==> src/rtl/core/nlv_pkg.sv <==
// Shared types and constants for the numeric literal validator.
package nlv_pkg;

    localparam int unsigned CH_W    = 8;
    localparam int unsigned STAGE_W = 4;

    // Character codes that the recognizer distinguishes.
    localparam logic [CH_W-1:0] CH_ZERO  = 8'd48;
    localparam logic [CH_W-1:0] CH_NINE  = 8'd57;
    localparam logic [CH_W-1:0] CH_POINT = 8'h2E;
    localparam logic [CH_W-1:0] CH_PLUS  = 8'h2B;
    localparam logic [CH_W-1:0] CH_MINUS = 8'h2D;
    localparam logic [CH_W-1:0] CH_EXP_L = 8'h65;
    localparam logic [CH_W-1:0] CH_EXP_U = 8'h45;

    // Recognizer states; the code is reported on the result stream.
    typedef enum logic [STAGE_W-1:0] {
        ST_INVALID    = 4'd0,
        ST_START      = 4'd1,
        ST_SIGN       = 4'd2,
        ST_INT        = 4'd3,
        ST_POINT      = 4'd4,
        ST_FRAC       = 4'd5,
        ST_EXP        = 4'd6,
        ST_EXP_SIGN   = 4'd7,
        ST_EXP_DIGIT  = 4'd8,
        ST_LEAD_POINT = 4'd9
    } t_state;

    // Character classes.
    typedef enum logic [2:0] {
        CL_POINT,
        CL_SIGN,
        CL_EXP,
        CL_DIGIT,
        CL_OTHER
    } t_class;

    // Outcome of one recognizer step.
    typedef struct packed {
        logic   accepted;
        t_state stage;
    } t_step_res;

endpackage

==> src/rtl/core/nlv_step.sv <==
// Character classifier and next-state logic of the recognizer.
module nlv_step (
    input  nlv_pkg::t_state           i_state,
    input  logic [nlv_pkg::CH_W-1:0]  i_ch,
    input  logic                      i_filter,
    output nlv_pkg::t_step_res        o_res
);
    import nlv_pkg::*;

    t_class w_cls;
    t_state w_next;
    t_state w_stage;

    always_comb begin
        priority if (i_ch >= CH_ZERO && i_ch <= CH_NINE) begin
            w_cls = CL_DIGIT;
        end else if (i_ch == CH_POINT) begin
            w_cls = CL_POINT;
        end else if (i_ch == CH_PLUS || i_ch == CH_MINUS) begin
            w_cls = CL_SIGN;
        end else if (i_ch == CH_EXP_L || i_ch == CH_EXP_U) begin
            w_cls = CL_EXP;
        end else begin
            w_cls = CL_OTHER;
        end
    end

    always_comb begin
        w_next = ST_INVALID;
        unique case (i_state)
            ST_START, ST_SIGN: begin
                if (w_cls == CL_POINT) w_next = ST_LEAD_POINT;
                else if (w_cls == CL_DIGIT) w_next = ST_INT;
                else if (w_cls == CL_SIGN && i_state == ST_START) w_next = ST_SIGN;
            end
            ST_INT: begin
                if (w_cls == CL_POINT) w_next = ST_POINT;
                else if (w_cls == CL_EXP) w_next = ST_EXP;
                else if (w_cls == CL_DIGIT) w_next = ST_INT;
            end
            ST_POINT, ST_FRAC: begin
                if (w_cls == CL_EXP) w_next = ST_EXP;
                else if (w_cls == CL_DIGIT) w_next = ST_FRAC;
            end
            ST_EXP: begin
                if (w_cls == CL_SIGN) w_next = ST_EXP_SIGN;
                else if (w_cls == CL_DIGIT) w_next = ST_EXP_DIGIT;
            end
            ST_EXP_SIGN, ST_EXP_DIGIT: begin
                if (w_cls == CL_DIGIT) w_next = ST_EXP_DIGIT;
            end
            ST_LEAD_POINT: begin
                if (w_cls == CL_DIGIT) w_next = ST_FRAC;
            end
            default: begin
                w_next = ST_INVALID;
            end
        endcase
    end

    // In filter mode an unrecognized character leaves the state alone.
    assign w_stage = (i_filter && w_cls == CL_OTHER) ? i_state : w_next;

    assign o_res.stage    = w_stage;
    assign o_res.accepted = (w_stage == ST_INT) || (w_stage == ST_POINT) ||
                            (w_stage == ST_FRAC) || (w_stage == ST_EXP_DIGIT);

endmodule

==> src/rtl/core/numeric_literal_validator.sv <==
// Top level of the streaming decimal number literal validator.
//
//  Channel   Direction  Payload (low bit first)              Transfer when
//  s_axis    in         tdata: ch[7:0]; tlast: last          tvalid & tready
//  m_axis    out        tdata: parse_stage[3:0], zero pad;   tvalid & tready
//                       tuser: accepted; tlast: end_of_string
//  cfg       in         i_cfg_data: filter_mode              i_cfg_valid & o_cfg_ready
//
// Each character is held first in the input register and then in the
// result register, from which its result is offered on m_axis. One
// character is taken every cycle while m_axis does not stall. The rate is
// set by the single recognizer step between the two registers, which also
// updates the state. Reset (synchronous, active low) empties both
// registers, puts the recognizer in its start state and clears filter
// mode. A stall on m_axis holds the result register. Once the input
// register also holds a character, s_axis tready is low for as long as
// m_axis tready stays low.
module numeric_literal_validator (
    input  logic       i_clk,
    input  logic       i_rst_n,
    // Input characters.
    input  logic       s_axis_tvalid,
    output logic       s_axis_tready,
    input  logic [7:0] s_axis_tdata,   // [7:0] ch
    input  logic       s_axis_tlast,
    // Results.
    output logic       m_axis_tvalid,
    input  logic       m_axis_tready,
    output logic [7:0] m_axis_tdata,   // [3:0] parse_stage, [7:4] zero
    output logic [0:0] m_axis_tuser,   // [0] accepted
    output logic       m_axis_tlast,
    // Configuration.
    input  logic       i_cfg_valid,
    output logic       o_cfg_ready,
    input  logic [0:0] i_cfg_data      // [0] filter_mode
);
    import nlv_pkg::*;

    // Input register stage.
    logic             r_in_vld;
    logic [CH_W-1:0]  r_in_ch;
    logic             r_in_last;

    // Result register stage.
    logic             r_out_vld;
    t_step_res        r_out_res;
    logic             r_out_last;

    // Recognizer state and configuration.
    t_state           r_state;
    t_state           n_state;
    logic             r_filter;

    t_step_res        w_res;
    logic             w_out_free;
    logic             w_move;
    logic             w_in_take;

    nlv_step u_step (
        .i_state  (r_state),
        .i_ch     (r_in_ch),
        .i_filter (r_filter),
        .o_res    (w_res)
    );

    // The result register can take a new value when it is empty or being
    // drained in this cycle; the input register follows the same rule one
    // stage earlier, which gives a full-rate two-stage pipeline.
    assign w_out_free    = !r_out_vld || m_axis_tready;
    assign w_move        = r_in_vld && w_out_free;
    assign s_axis_tready = !r_in_vld || w_out_free;
    assign w_in_take     = s_axis_tvalid && s_axis_tready;

    // After the last character of a string the recognizer starts over.
    assign n_state = w_move ? (r_in_last ? ST_START : w_res.stage) : r_state;

    always_ff @(posedge i_clk) begin
        if (!i_rst_n) begin
            r_in_vld <= 1'b0;
        end else if (w_in_take) begin
            r_in_vld <= 1'b1;
        end else if (w_move) begin
            r_in_vld <= 1'b0;
        end
    end

    always_ff @(posedge i_clk) begin
        if (w_in_take) begin
            r_in_ch   <= s_axis_tdata;
            r_in_last <= s_axis_tlast;
        end
    end

    always_ff @(posedge i_clk) begin
        if (!i_rst_n) begin
            r_out_vld <= 1'b0;
        end else if (w_out_free) begin
            r_out_vld <= r_in_vld;
        end
    end

    always_ff @(posedge i_clk) begin
        if (w_move) begin
            r_out_res  <= w_res;
            r_out_last <= r_in_last;
        end
    end

    always_ff @(posedge i_clk) begin
        if (!i_rst_n) begin
            r_state <= ST_START;
        end else begin
            r_state <= n_state;
        end
    end

    // Configuration is to be written only while the stream is idle; the block itself does not enforce this.
    assign o_cfg_ready = 1'b1;

    always_ff @(posedge i_clk) begin
        if (!i_rst_n) begin
            r_filter <= 1'b0;
        end else if (i_cfg_valid && o_cfg_ready) begin
            r_filter <= i_cfg_data[0];
        end
    end

    assign m_axis_tvalid   = r_out_vld;
    assign m_axis_tdata    = {{(8 - STAGE_W){1'b0}}, r_out_res.stage};
    assign m_axis_tuser[0] = r_out_res.accepted;
    assign m_axis_tlast    = r_out_last;

    // A reported stage is always one of the ten recognizer codes.
    a_stage_range: assert property (@(posedge i_clk) disable iff (!i_rst_n)
        m_axis_tvalid |-> (m_axis_tdata[3:0] <= 4'd9 && m_axis_tdata[7:4] == 4'd0))
        else $error("result stage out of range");

    // The verdict agrees with the reported stage.
    a_verdict: assert property (@(posedge i_clk) disable iff (!i_rst_n)
        m_axis_tvalid |-> (m_axis_tuser[0] ==
            (r_out_res.stage == ST_INT || r_out_res.stage == ST_POINT ||
             r_out_res.stage == ST_FRAC || r_out_res.stage == ST_EXP_DIGIT)))
        else $error("verdict does not match stage");

    // The end of a string puts the recognizer back in its start state.
    a_restart: assert property (@(posedge i_clk) disable iff (!i_rst_n)
        (w_move && r_in_last) |=> (r_state == ST_START))
        else $error("recognizer did not restart after end of string");

    // A stalled result keeps the recognizer state from running ahead by more
    // than the one character held in the input register.
    a_hold: assert property (@(posedge i_clk) disable iff (!i_rst_n)
        (r_out_vld && !m_axis_tready && r_in_vld) |=> $stable(r_state))
        else $error("recognizer state changed during a full stall");

endmodule
==> config.mk <==
export PLATFORM = sky130hd
export DESIGN_NAME = numeric_literal_validator
export DESIGN_NICKNAME = d
export VERILOG_FILES = /design/src/rtl/core/nlv_pkg.sv /design/src/rtl/core/nlv_step.sv /design/src/rtl/core/numeric_literal_validator.sv
export SDC_FILE = /design/constraint.sdc
export NUM_CORES = 1
export LEC_CHECK = 0
export BUFFER_PORTS_ARGS = -buffer_cell sky130_fd_sc_hd__buf_4
export CAP_MARGIN = 10
export CORE_MARGIN = 2
export CORE_UTILIZATION = 56
export DETAILED_ROUTE_END_ITERATION = 12
export PLACE_DENSITY = 0.88
export SYNTH_ARGS = -nofsm -noshare
export SYNTH_HDL_FRONTEND = slang
export SYNTH_SLANG_ARGS = --single-unit
==> constraint.sdc <==
create_clock -name i_clk -period 4.25 [get_ports i_clk]
set_input_delay 0.85 -clock i_clk [delete_from_list [all_inputs] [get_ports i_clk]]
set_output_delay 0.85 -clock i_clk [all_outputs]
set_load 0.02 [all_outputs]
## Word level (Yosys, flattened, before mapping)

Cells that the tools add are included.

- Magnitude comparators: 2
- Equality and inequality tests: 22
- Multiplexer cells: 19
- Reductions and logical operators: 19

Operators by type and width:

| kind | number |
|---|---|
| 4-bit 2-to-1 mux | 9 |
| 4-bit by 3-bit equality test with 1-bit output, second input constant | 6 |
| 8-bit by 6-bit equality test with 1-bit output, second input constant | 3 |
| 4-bit one-hot mux with 6 select lines | 1 |
| 8-bit by 7-bit equality test with 1-bit output, second input constant | 2 |
| 3-bit 2-to-1 mux | 5 |
| 4-bit by 2-bit equality test with 1-bit output, second input constant | 3 |
| 4-bit equality test, second input constant | 3 |
| 8-bit by 6-bit greater-or-equal comparator with 1-bit output, second input constant | 1 |
| 8-bit by 6-bit <= comparator with 1-bit output, second input constant | 1 |
| 1-bit logical OR | 7 |
| 3-bit by 2-bit equality test with 1-bit output, second input constant | 2 |
| 2-bit OR reduction | 3 |
| 1-bit logical AND | 5 |
| 4-bit by 1-bit equality test with 1-bit output, second input constant | 1 |
| 2-bit 2-to-1 mux | 2 |
| 3-bit by 1-bit equality test with 1-bit output, second input constant | 1 |
| 3-bit equality test, second input constant | 1 |
| 3-bit logical NOT | 1 |
| 1-bit logical NOT | 2 |
| 1-bit 2-to-1 mux | 2 |
| 2-bit nonzero test | 1 |

- Bits in registers: 22
- Output and inout port bits: 13
- Logic and storage cells: 71

## Longest topological paths before layout

Gate-level depths: netlist of run 1.

- Word-level depth: 17
- Mapped depth: 8

## Hierarchy

Synthesis of run 1 repeated with hierarchy kept, for this count alone.

- Cell total of the unflattened synthesis: 114
- Area, all modules: 1290.0 um^2

Modules (own cells, without submodules):

| module | times used | cells each | area each (um^2) | seq. area each (um^2) |
|---|---|---|---|---|
| numeric_literal_validator | 1 | 52 | 807.0 | 590.6 |
| nlv_step | 1 | 62 | 483.0 | 0.0 |

## Least setup slack after synthesis of run 1

OpenSTA, ideal clock, no wires.

- Kind: in2out
- From: in m_axis_tready
- To: out s_axis_tready
- Arrival time: 1.203 ns
- Required time: 3.400 ns
- Path slack: 2.197 ns
- Stages: 2
- Buffers on the path: 0
- Path through: nor2b_1 -> nand2_1

- Cells in the longest elaborated chain, start to end: 2

RTL lines:

| item | RTL line | text |
|---|---|---|
| from (decl) | numeric_literal_validator.sv:28 | `input logic m_axis_tready,` |
| 1-bit logical OR | numeric_literal_validator.sv:69 | `assign w_out_free = !r_out_vld \|\| m_axis_tready;` |
| 1-bit logical OR | numeric_literal_validator.sv:71 | `assign s_axis_tready = !r_in_vld \|\| w_out_free;` |
| to (decl) | numeric_literal_validator.sv:23 | `output logic s_axis_tready,` |

No other way between the ends.

## Final worst setup path of run 1

Ends and elaborated chain as after synthesis.

==> results.md, run 1 <==
- The run finished with clean final reports.
- The mapped netlist covers 1190 um^2.
- The cell count of the worst hold path is 1.
- The wire length reported by the detailed router is 2.04 mm.
- After synthesis, the largest family of logic cells by area is simple AND/OR/NAND/NOR gates.
- Relative to the synthesized area, the layout overhead comes to 14.3%.
- The initial core utilization is between 60% and 70%.
- CTS placed an instance of clkbuf_4 at the clock tree root.
- The initial detailed-routing violation count is 10.
- The worst-case vdd ir drop is between 0.2 and 0.25 mV.
- The first-pass GRT wire length is between 3 and 4 mm.
- In this run the most critical hold path is launched from r_in_vld$_SDFFE_PN0P_.
- Setup repair after global routing left no endpoint under its margin.
- At the worst endpoint, the arrival time is about 1.4 ns.
- The final-stage net count is between 100 and 150.
- Once detail routing completed, the nets flagged for antenna violations numbered 0.
- After detailed routing, the number of vias per cell comes to approximately 5.7.
- Summing the areas of all compound-gate instances in the mapped netlist gives between 10% and 20% of the synthesized area.
- In this run the number of H-tree levels came out at 1.
- The number of gates resized after CTS was 0.
- The kind of critical path is primary input to output port.
- During synthesis, Yosys emitted a total of 0 warnings.
- Buffers inserted during clock tree synthesis total 3.
- For the worst setup path, the data required time is between 3 and 4 ns.
- The path with the worst hold slack has its endpoint at m_axis_tvalid$_SDFFE_PN0P_.
- The buffer count from post-CTS setup fixing is 0.
- The total power divided by cell area is between 200 and 300 nW/um^2.
- The final number of max-transition violations is 0.
- The worst setup path is captured at an output port.
- The share of layout cells above drive strength 1 is roughly 31%.
- For this run, the total global-route usage over all layers was measured as between 15 and 20%.
- The total overflow left after global routing is 0.
- The final setup skew is about 0.0054 ns.
- The area of the die is 2510 um^2.
- For this run, the register share of the synthesized area comes to approximately 50%.
- In this run, synthesis produced a sequential element count of 22.
- The number of vias in the routed layout is around 870.
- The part of the cycle the worst path needs is between 50% and 60%.
- Derived from the worst setup path, the maximum achievable clock frequency is roughly 0.44 GHz.
- The number of antenna violations at the first check in global routing is 0.
- Setup violations remaining at the end of the flow were counted as 0.
- The most frequently used flop master after synthesis is edfxtp_1.
- The total core area is between 1500 and 2000 um^2.
- In this run the count of I/O pins placed on the die edge is 28.
- The number of distinct library cells after synthesis is 47.
- In this run the critical register-to-register path is launched from r_in_ch[7]$_DFFE_PP_.
- After floorplanning, the core was divided into 16 placement rows.
- The xor/xnor share of the synthesized area is under 10%.
- The maximum fanout encountered on the critical timing path is 4.
- After detailed routing, the average wire length per cell comes to ~13 um.
- The leakage power is about 0.00052 uW.
- The worst register-to-register path ends at m_axis_tuser$_DFFE_PP_.
- For this design, the CTS-stage hold fixing added 0 buffers.
- In this run the worst hold path is classified as register to register.
- Counting cells, the worst reg-to-reg path comes to 7.
- The total negative slack for setup checks is 0 ns.
- After detailed routing, the number of remaining DRC violations is 0.
- The count of flip-flops with a built-in enable after synthesis is 15.
- Summing the areas of all fa, ha and maj instances in the mapped netlist gives 0% of the synthesized area.
- After Yosys synthesis, and, or, nand and nor cells account for 26.4% of the synthesized area.
- The number of buffers between clock root and the deepest sink is 2.
- The number of placed instances, taps included is roughly 150.
- Detailed placement finished with a half-perimeter wire length of between 1.5 and 2 mm.
- At the later pin of the worst-skew pair, clock insertion delay measures approximately 0.30 ns.
- In this run the mean area of a mapped cell was 11.2 um^2.
- The number of instances in the synthesized netlist is 106.
- The number of global-route vias before repair is ~810.
- During placement, the flow inserted port buffers numbering 22.
- The worst-case register-to-register setup slack is roughly 2.1 ns.
- The number of hold violations in the final report came to 0.
- In this run the vertical extent of the chip is about 50 um.
- The repair_antennas step left the layout with diodes totalling 0.
- The first-pass detailed-route iteration total is 4.
- The final cell count without fillers is between 150 and 200.
- The fraction of registers with async set or reset after synthesis is 0%.
- The floorplan step set the die width to about 50 um.
- The clock slew seen by the registers of the worst setup and hold paths is about 0.11 ns.
- Routability-driven placement finished with a final weighted congestion of between 0.9 and 1.
- The portion of netlist area occupied by mux cells is 0.840%.
- Entering global routing, the biggest net connects 13 pins.
- The minimum period implied by the final worst setup slack is between 2 and 2.5 ns.
- TritonCTS built the clock tree.
- STA classifies the critical path startpoint as a primary input.
- Max-cap violations in this run came to 0.
- CTS saw 22 sinks.
[sequential cells by signal (all words and copies together), names as in the netlist]
register / cells
r_in_ch: 8
m_axis_tdata: 4
r_state: 4
m_axis_tlast: 1
m_axis_tuser: 1
m_axis_tvalid: 1
r_filter: 1
r_in_last: 1
r_in_vld: 1
[cell families (layout without fill, tap and decap cells)]
group | count (synthesis) | count (layout)
DFF | 22 | 22
muxes | 1 | 1
and+or+nand+nor | 45 | 45
other | 2 | 5
xor gates and xnor gates | 2 | 2
buffers and inverters | 10 | 27
AOI/OAI and AO/OA | 24 | 24
[cells in the final DEF, fill, tap and decap left out, types with 3 or more instances in the layout]
cell type  count
buf_4         22
edfxtp_1      15
nor2_1         8
dfxtp_1        7
nor2b_1        5
conb_1         5
nand2_1        4
o21ai_1        4
nand2b_1       3
nand3_1        3
o21ai_0        3
a21oi_1        3
nor4bb_1       3
clkbuf_4       3
[Yosys cell counts, types with 2 or more instances]
library cell	count	share of area, %
buf_4	7	4.4
nand2_1	4	1.3
a22oi_1	2	1.3
nand2b_1	3	1.6
o21ai_0	3	1.3
nor4bb_1	3	2.5
a21boi_1	2	1.3
o21ai_1	4	1.7
and2_4	2	1.5
nand4b_1	2	1.5
nand3_1	3	1.3
nor2b_1	5	2.6
edfxtp_1	15	38
nor2_1	8	2.5
conb_1	2	0.63
dfxtp_1	7	12
a21oi_1	3	1.3
nor3b_2	2	2.1
[worst max-delay path, cell delays in order]
cell     delay, ns
buf_4         0.11
nor2b_1       0.21
nand2_1       0.11
buf_4         0.17
[power by group]
group	switching, uW	internal [uW]
Sequential	7.76	239
Combinational	24.5	23.2
Clock	58.7	52.3
[through the flow]
stage                     worst slack, ns  hold slack, ns  power (uW)  util (%)  cell area (um^2)
after global routing                 1.91           0.566         423      68.7              1360
after CTS                            1.95           0.539         410      68.7              1360
after detailed placement             1.96           0.514         300      66.9              1330
after global placement               2.01           0.502         298      66.9              1330
after floorplan                      2.20           0.476         283         -              1200
final                                1.96           0.538         406      68.7              1360
[per-layer routing]
metal	share of wire, %	global-route usage [%]	routed length [um]	vias to the layer above
met5	0	0	0	-
met1	46	22.4	937	408
met4	2.1	8.33	42	0
met3	4.4	2.73	89	4
met2	48	30.5	970	24
li1	-	-	-	429
[cell type report]
| type | count | area [um^2] |
|---|---|---|
| well taps | 27 | 33.8 |
| fillers | 156 | 621 |
| repair buffers | 22 | 165 |
| inverters | 1 | 3.75 |
| flip-flops and latches | 22 | 591 |
| clock buffers | 4 | 36.3 |
| multi-input cells | 77 | 532 |
[worst max-delay path by stage]
stage / slack (ns) / start / cells past startpoint / to
floorplan: 2.20 / m_axis_tready / 2 / s_axis_tready
global placement: 2.01 / m_axis_tready / 4 / s_axis_tready
detailed placement: 1.96 / m_axis_tready / 4 / s_axis_tready
CTS: 1.95 / m_axis_tready / 4 / s_axis_tready
global route: 1.91 / m_axis_tready / 4 / s_axis_tready
finish: 1.96 / m_axis_tready / 4 / s_axis_tready
(Power assumes the default switching activity.)
==> run 2: changes to the inputs <==
- CORE_UTILIZATION: 56 -> 52
- PLACE_DENSITY: 0.88 -> 0.83
- clock period: 4.25 -> 2.2 ns (I/O delays scaled with it)
==> results.md, run 2 (synthesis gave the netlist of run 1 again) <==
- The number of hold violations in the final report is 0 (unchanged).
- The clock tree from TritonCTS was yes (unchanged).
- The start point of the worst hold path was s_axis_tdata[4] (was r_in_vld$_SDFFE_PN0P_).
- The source-to-sink clock delay at the later pin of the worst-skew pair is 0.30 ns (about the same).
- The final RePlAce weighted congestion came to 0.937 (was 0.935).
- The number of vias in the routed layout is 895 (was 865).
- The total global routing overflow came to 0 (unchanged).
- The area of the die is 2690 um^2 (was 2510 um^2).
- The half-perimeter wire length after detailed placement came to 1.66 mm (was 1.55 mm).
- The die extent in y was 51.9 um (was 50.1 um).
- The final routed DRC violation total was 0 (unchanged).
- The wire length reported by the detailed router is 2.43 mm (was 2.04 mm).
- The flip-flop count of the largest register, all copies and words added was 8 (unchanged).
- The kind of critical path is register to register (was primary input to output port).
- The number of H-tree levels is 1 (unchanged).
- The worst-case vdd ir drop is 0.424 mV (was 0.224 mV).
- Largest registers in the final layout: r_in_ch (8), m_axis_tdata (4), r_state (4) (unchanged).
- The number of buffers added by the clock tree synthesis step was 3 (unchanged).
- The number of placed instances, taps included was 152 (was 149).
- The global-route usage over all layers is 18.3% (was 18.0%).
- The part of the cycle the worst path needs is a little over nine tenths.
- The initial core utilization is 54.4% (was 60.1%).
- The worst hold-check slack is 0.301 ns (was 0.538 ns).
- Most frequent cells in the layout: buf_4 (25), edfxtp_1 (15), nor2_1 (8) (was buf_4 (22), edfxtp_1 (15), nor2_1 (8)).
- The count of filler cells inserted in the layout is 164 (was 156).
- Derived from the worst setup path, the maximum achievable clock frequency is between 0.4 and 0.5 GHz.
- The area of the multi-input gates is 572 um^2 (was 532 um^2).
- The ratio of routed vias to standard cells is 5.70 (was 5.65).
- The number of inserted diodes is 0 (unchanged).
- The number of global-route vias before repair is 818 (was 807).
- The leakage power came to 0.000550 uW (was 0.000521 uW).
- The kind of end point of the critical path is a register (was output port).
- The class of the worst hold path is primary input to register (was register to register).
- The initial detailed-routing violation count was 47 (was 10).
- The final number of max-transition violations is 0 (unchanged).
- The largest register by flop count is r_in_ch (unchanged).
- The die span in x came to 51.9 um (was 50.1 um).
- The number of placement rows is 17 (was 16).
- The number of primary I/O pins is 28 (unchanged).
- The final setup skew is 0.00244 ns (was 0.00544 ns).
- The first-pass GRT wire length is 3.61 mm (was 3.42 mm).
- The total power divided by cell area is 587 nW/um^2 (was 298 nW/um^2).
- The count of port buffers added during placement is 22 (unchanged).
- The worst setup path startpoint was r_in_ch[0]$_DFFE_PP_ (was m_axis_tready).
- The layout-stage area growth over the synthesis result is 20.7% (was 14.3%).
- The worst path in the final design needs a cycle of approximately 2.2 ns, including I/O delays and setup.
- The number of antenna violations at the first check in global routing is 0 (unchanged).
- The share of layout cells above drive strength 1 was 36.4% (was 31.0%).
- The final-stage net count is 145 (was 142).
- The data required time of the worst path was 2.28 ns (was 3.40 ns).
- The worst-case register-to-register setup slack was 0.04 ns (was 2.14 ns).
- Status: completed (unchanged).
- The number of buffers between clock root and the deepest sink was 2 (unchanged).
- The critical register-to-register path startpoint is r_in_ch[0]$_DFFE_PP_ (was r_in_ch[7]$_DFFE_PP_).
- The clock tree root buffer cell is clkbuf_4 (unchanged).
- The maximum number of pins on one net before global-route repair is 14 (was 13).
- The commonest non-fill, non-tap cell in the layout was buf_4 (unchanged).
- The maximum fanout encountered on the critical timing path came to 5 (was 4).
- The total core area is 2190 um^2 (was 1980 um^2).
- The sink count of the clock tree came to 22 (unchanged).
- The max-capacitance violation count came to 0 (unchanged).
- The antenna violation net count after detailed routing is 0 (unchanged).
- The total of endpoints with negative setup slack in the final report is 0 (unchanged).
- The arrival time reported for the critical path endpoint was 2.24 ns (was 1.44 ns).
- The category of the worst setup path launch point is a register (was primary input).
- The area used by sequential logic in the layout is 592 um^2 (was 591 um^2).
- The first-pass detailed-route iteration total came to 4 (unchanged).
- The hold-fix buffer count after cts is 0 (unchanged).
- The average routed wire per standard cell was 15.5 um (was 13.3 um).
- The clock slew seen by the registers of the worst setup and hold paths is 0.12 ns (was 0.11 ns).
- The sum of internal, switching and leakage power is 844 uW (was 406 uW).
- The final cell count without fillers is 157 (was 153).
-- run 2: path summary, 6_finish.rpt --
path / cells past startpoint / endpoint
worst min-delay path: 1 / r_in_ch[4]$_DFFE_PP_
worst min register to register: 1 / m_axis_tvalid$_SDFFE_PN0P_
worst max register to register: 7 / m_axis_tuser$_DFFE_PP_
worst max-delay path: 7 / m_axis_tuser$_DFFE_PP_
-- run 2: report_power, final --
part	internal, uW	switching, uW
clock network	139	123
registers	463	18.2
logic	50.0	50.6
-- run 2: area by class of cell --
type / instances / area share, %
Timing Repair Buffer: 25 / 13.1
Clock buffer: 4 / 3.31
Tap cell: 28 / 2.44
Sequential cell: 22 / 41.2
Inverter: 1 / 0.261
Multi-Input combinational cell: 77 / 39.8
-- run 2: critical path, cell delays in order (launching register included) --
cell	delay [ns]
edfxtp_1	0.43
nand4b_1	0.27
nor2_4	0.18
o21ai_1	0.10
and4_4	0.21
a211o_4	0.35
nor4bb_2	0.17
a211o_1	0.22
-- run 2: stage by stage --
stage | utilization [%] | TNS, ns | instance area (um^2) | setup WS (ns)
6_report | 65.6 | 0 | 1440 | 0.0361
5_1_grt | 65.6 | -0.0535 | 1440 | -0.0535
2_1_floorplan | - | 0 | 1200 | 0.260
4_1_cts | 63.4 | 0 | 1390 | 0.0996
3_5_place_dp | 61.2 | 0 | 1340 | 0.111
3_3_place_gp | 61.2 | 0 | 1340 | 0.172
-- run 2: repair_timing --
action	CTS	global route
setup buffers	0	1
gates resized for setup	0	8
setup endpoints to repair	0	1
-- run 2: layer usage --
| metal | part of all wire, % | track usage (%) | up-vias |
|---|---|---|---|
| met4 | 0.70 | 9.65 | 0 |
| met5 | 0 | 0 | - |
| li1 | - | - | 433 |
| met1 | 43 | 23.7 | 435 |
| met2 | 53 | 30.2 | 25 |
| met3 | 3.8 | 1.72 | 2 |
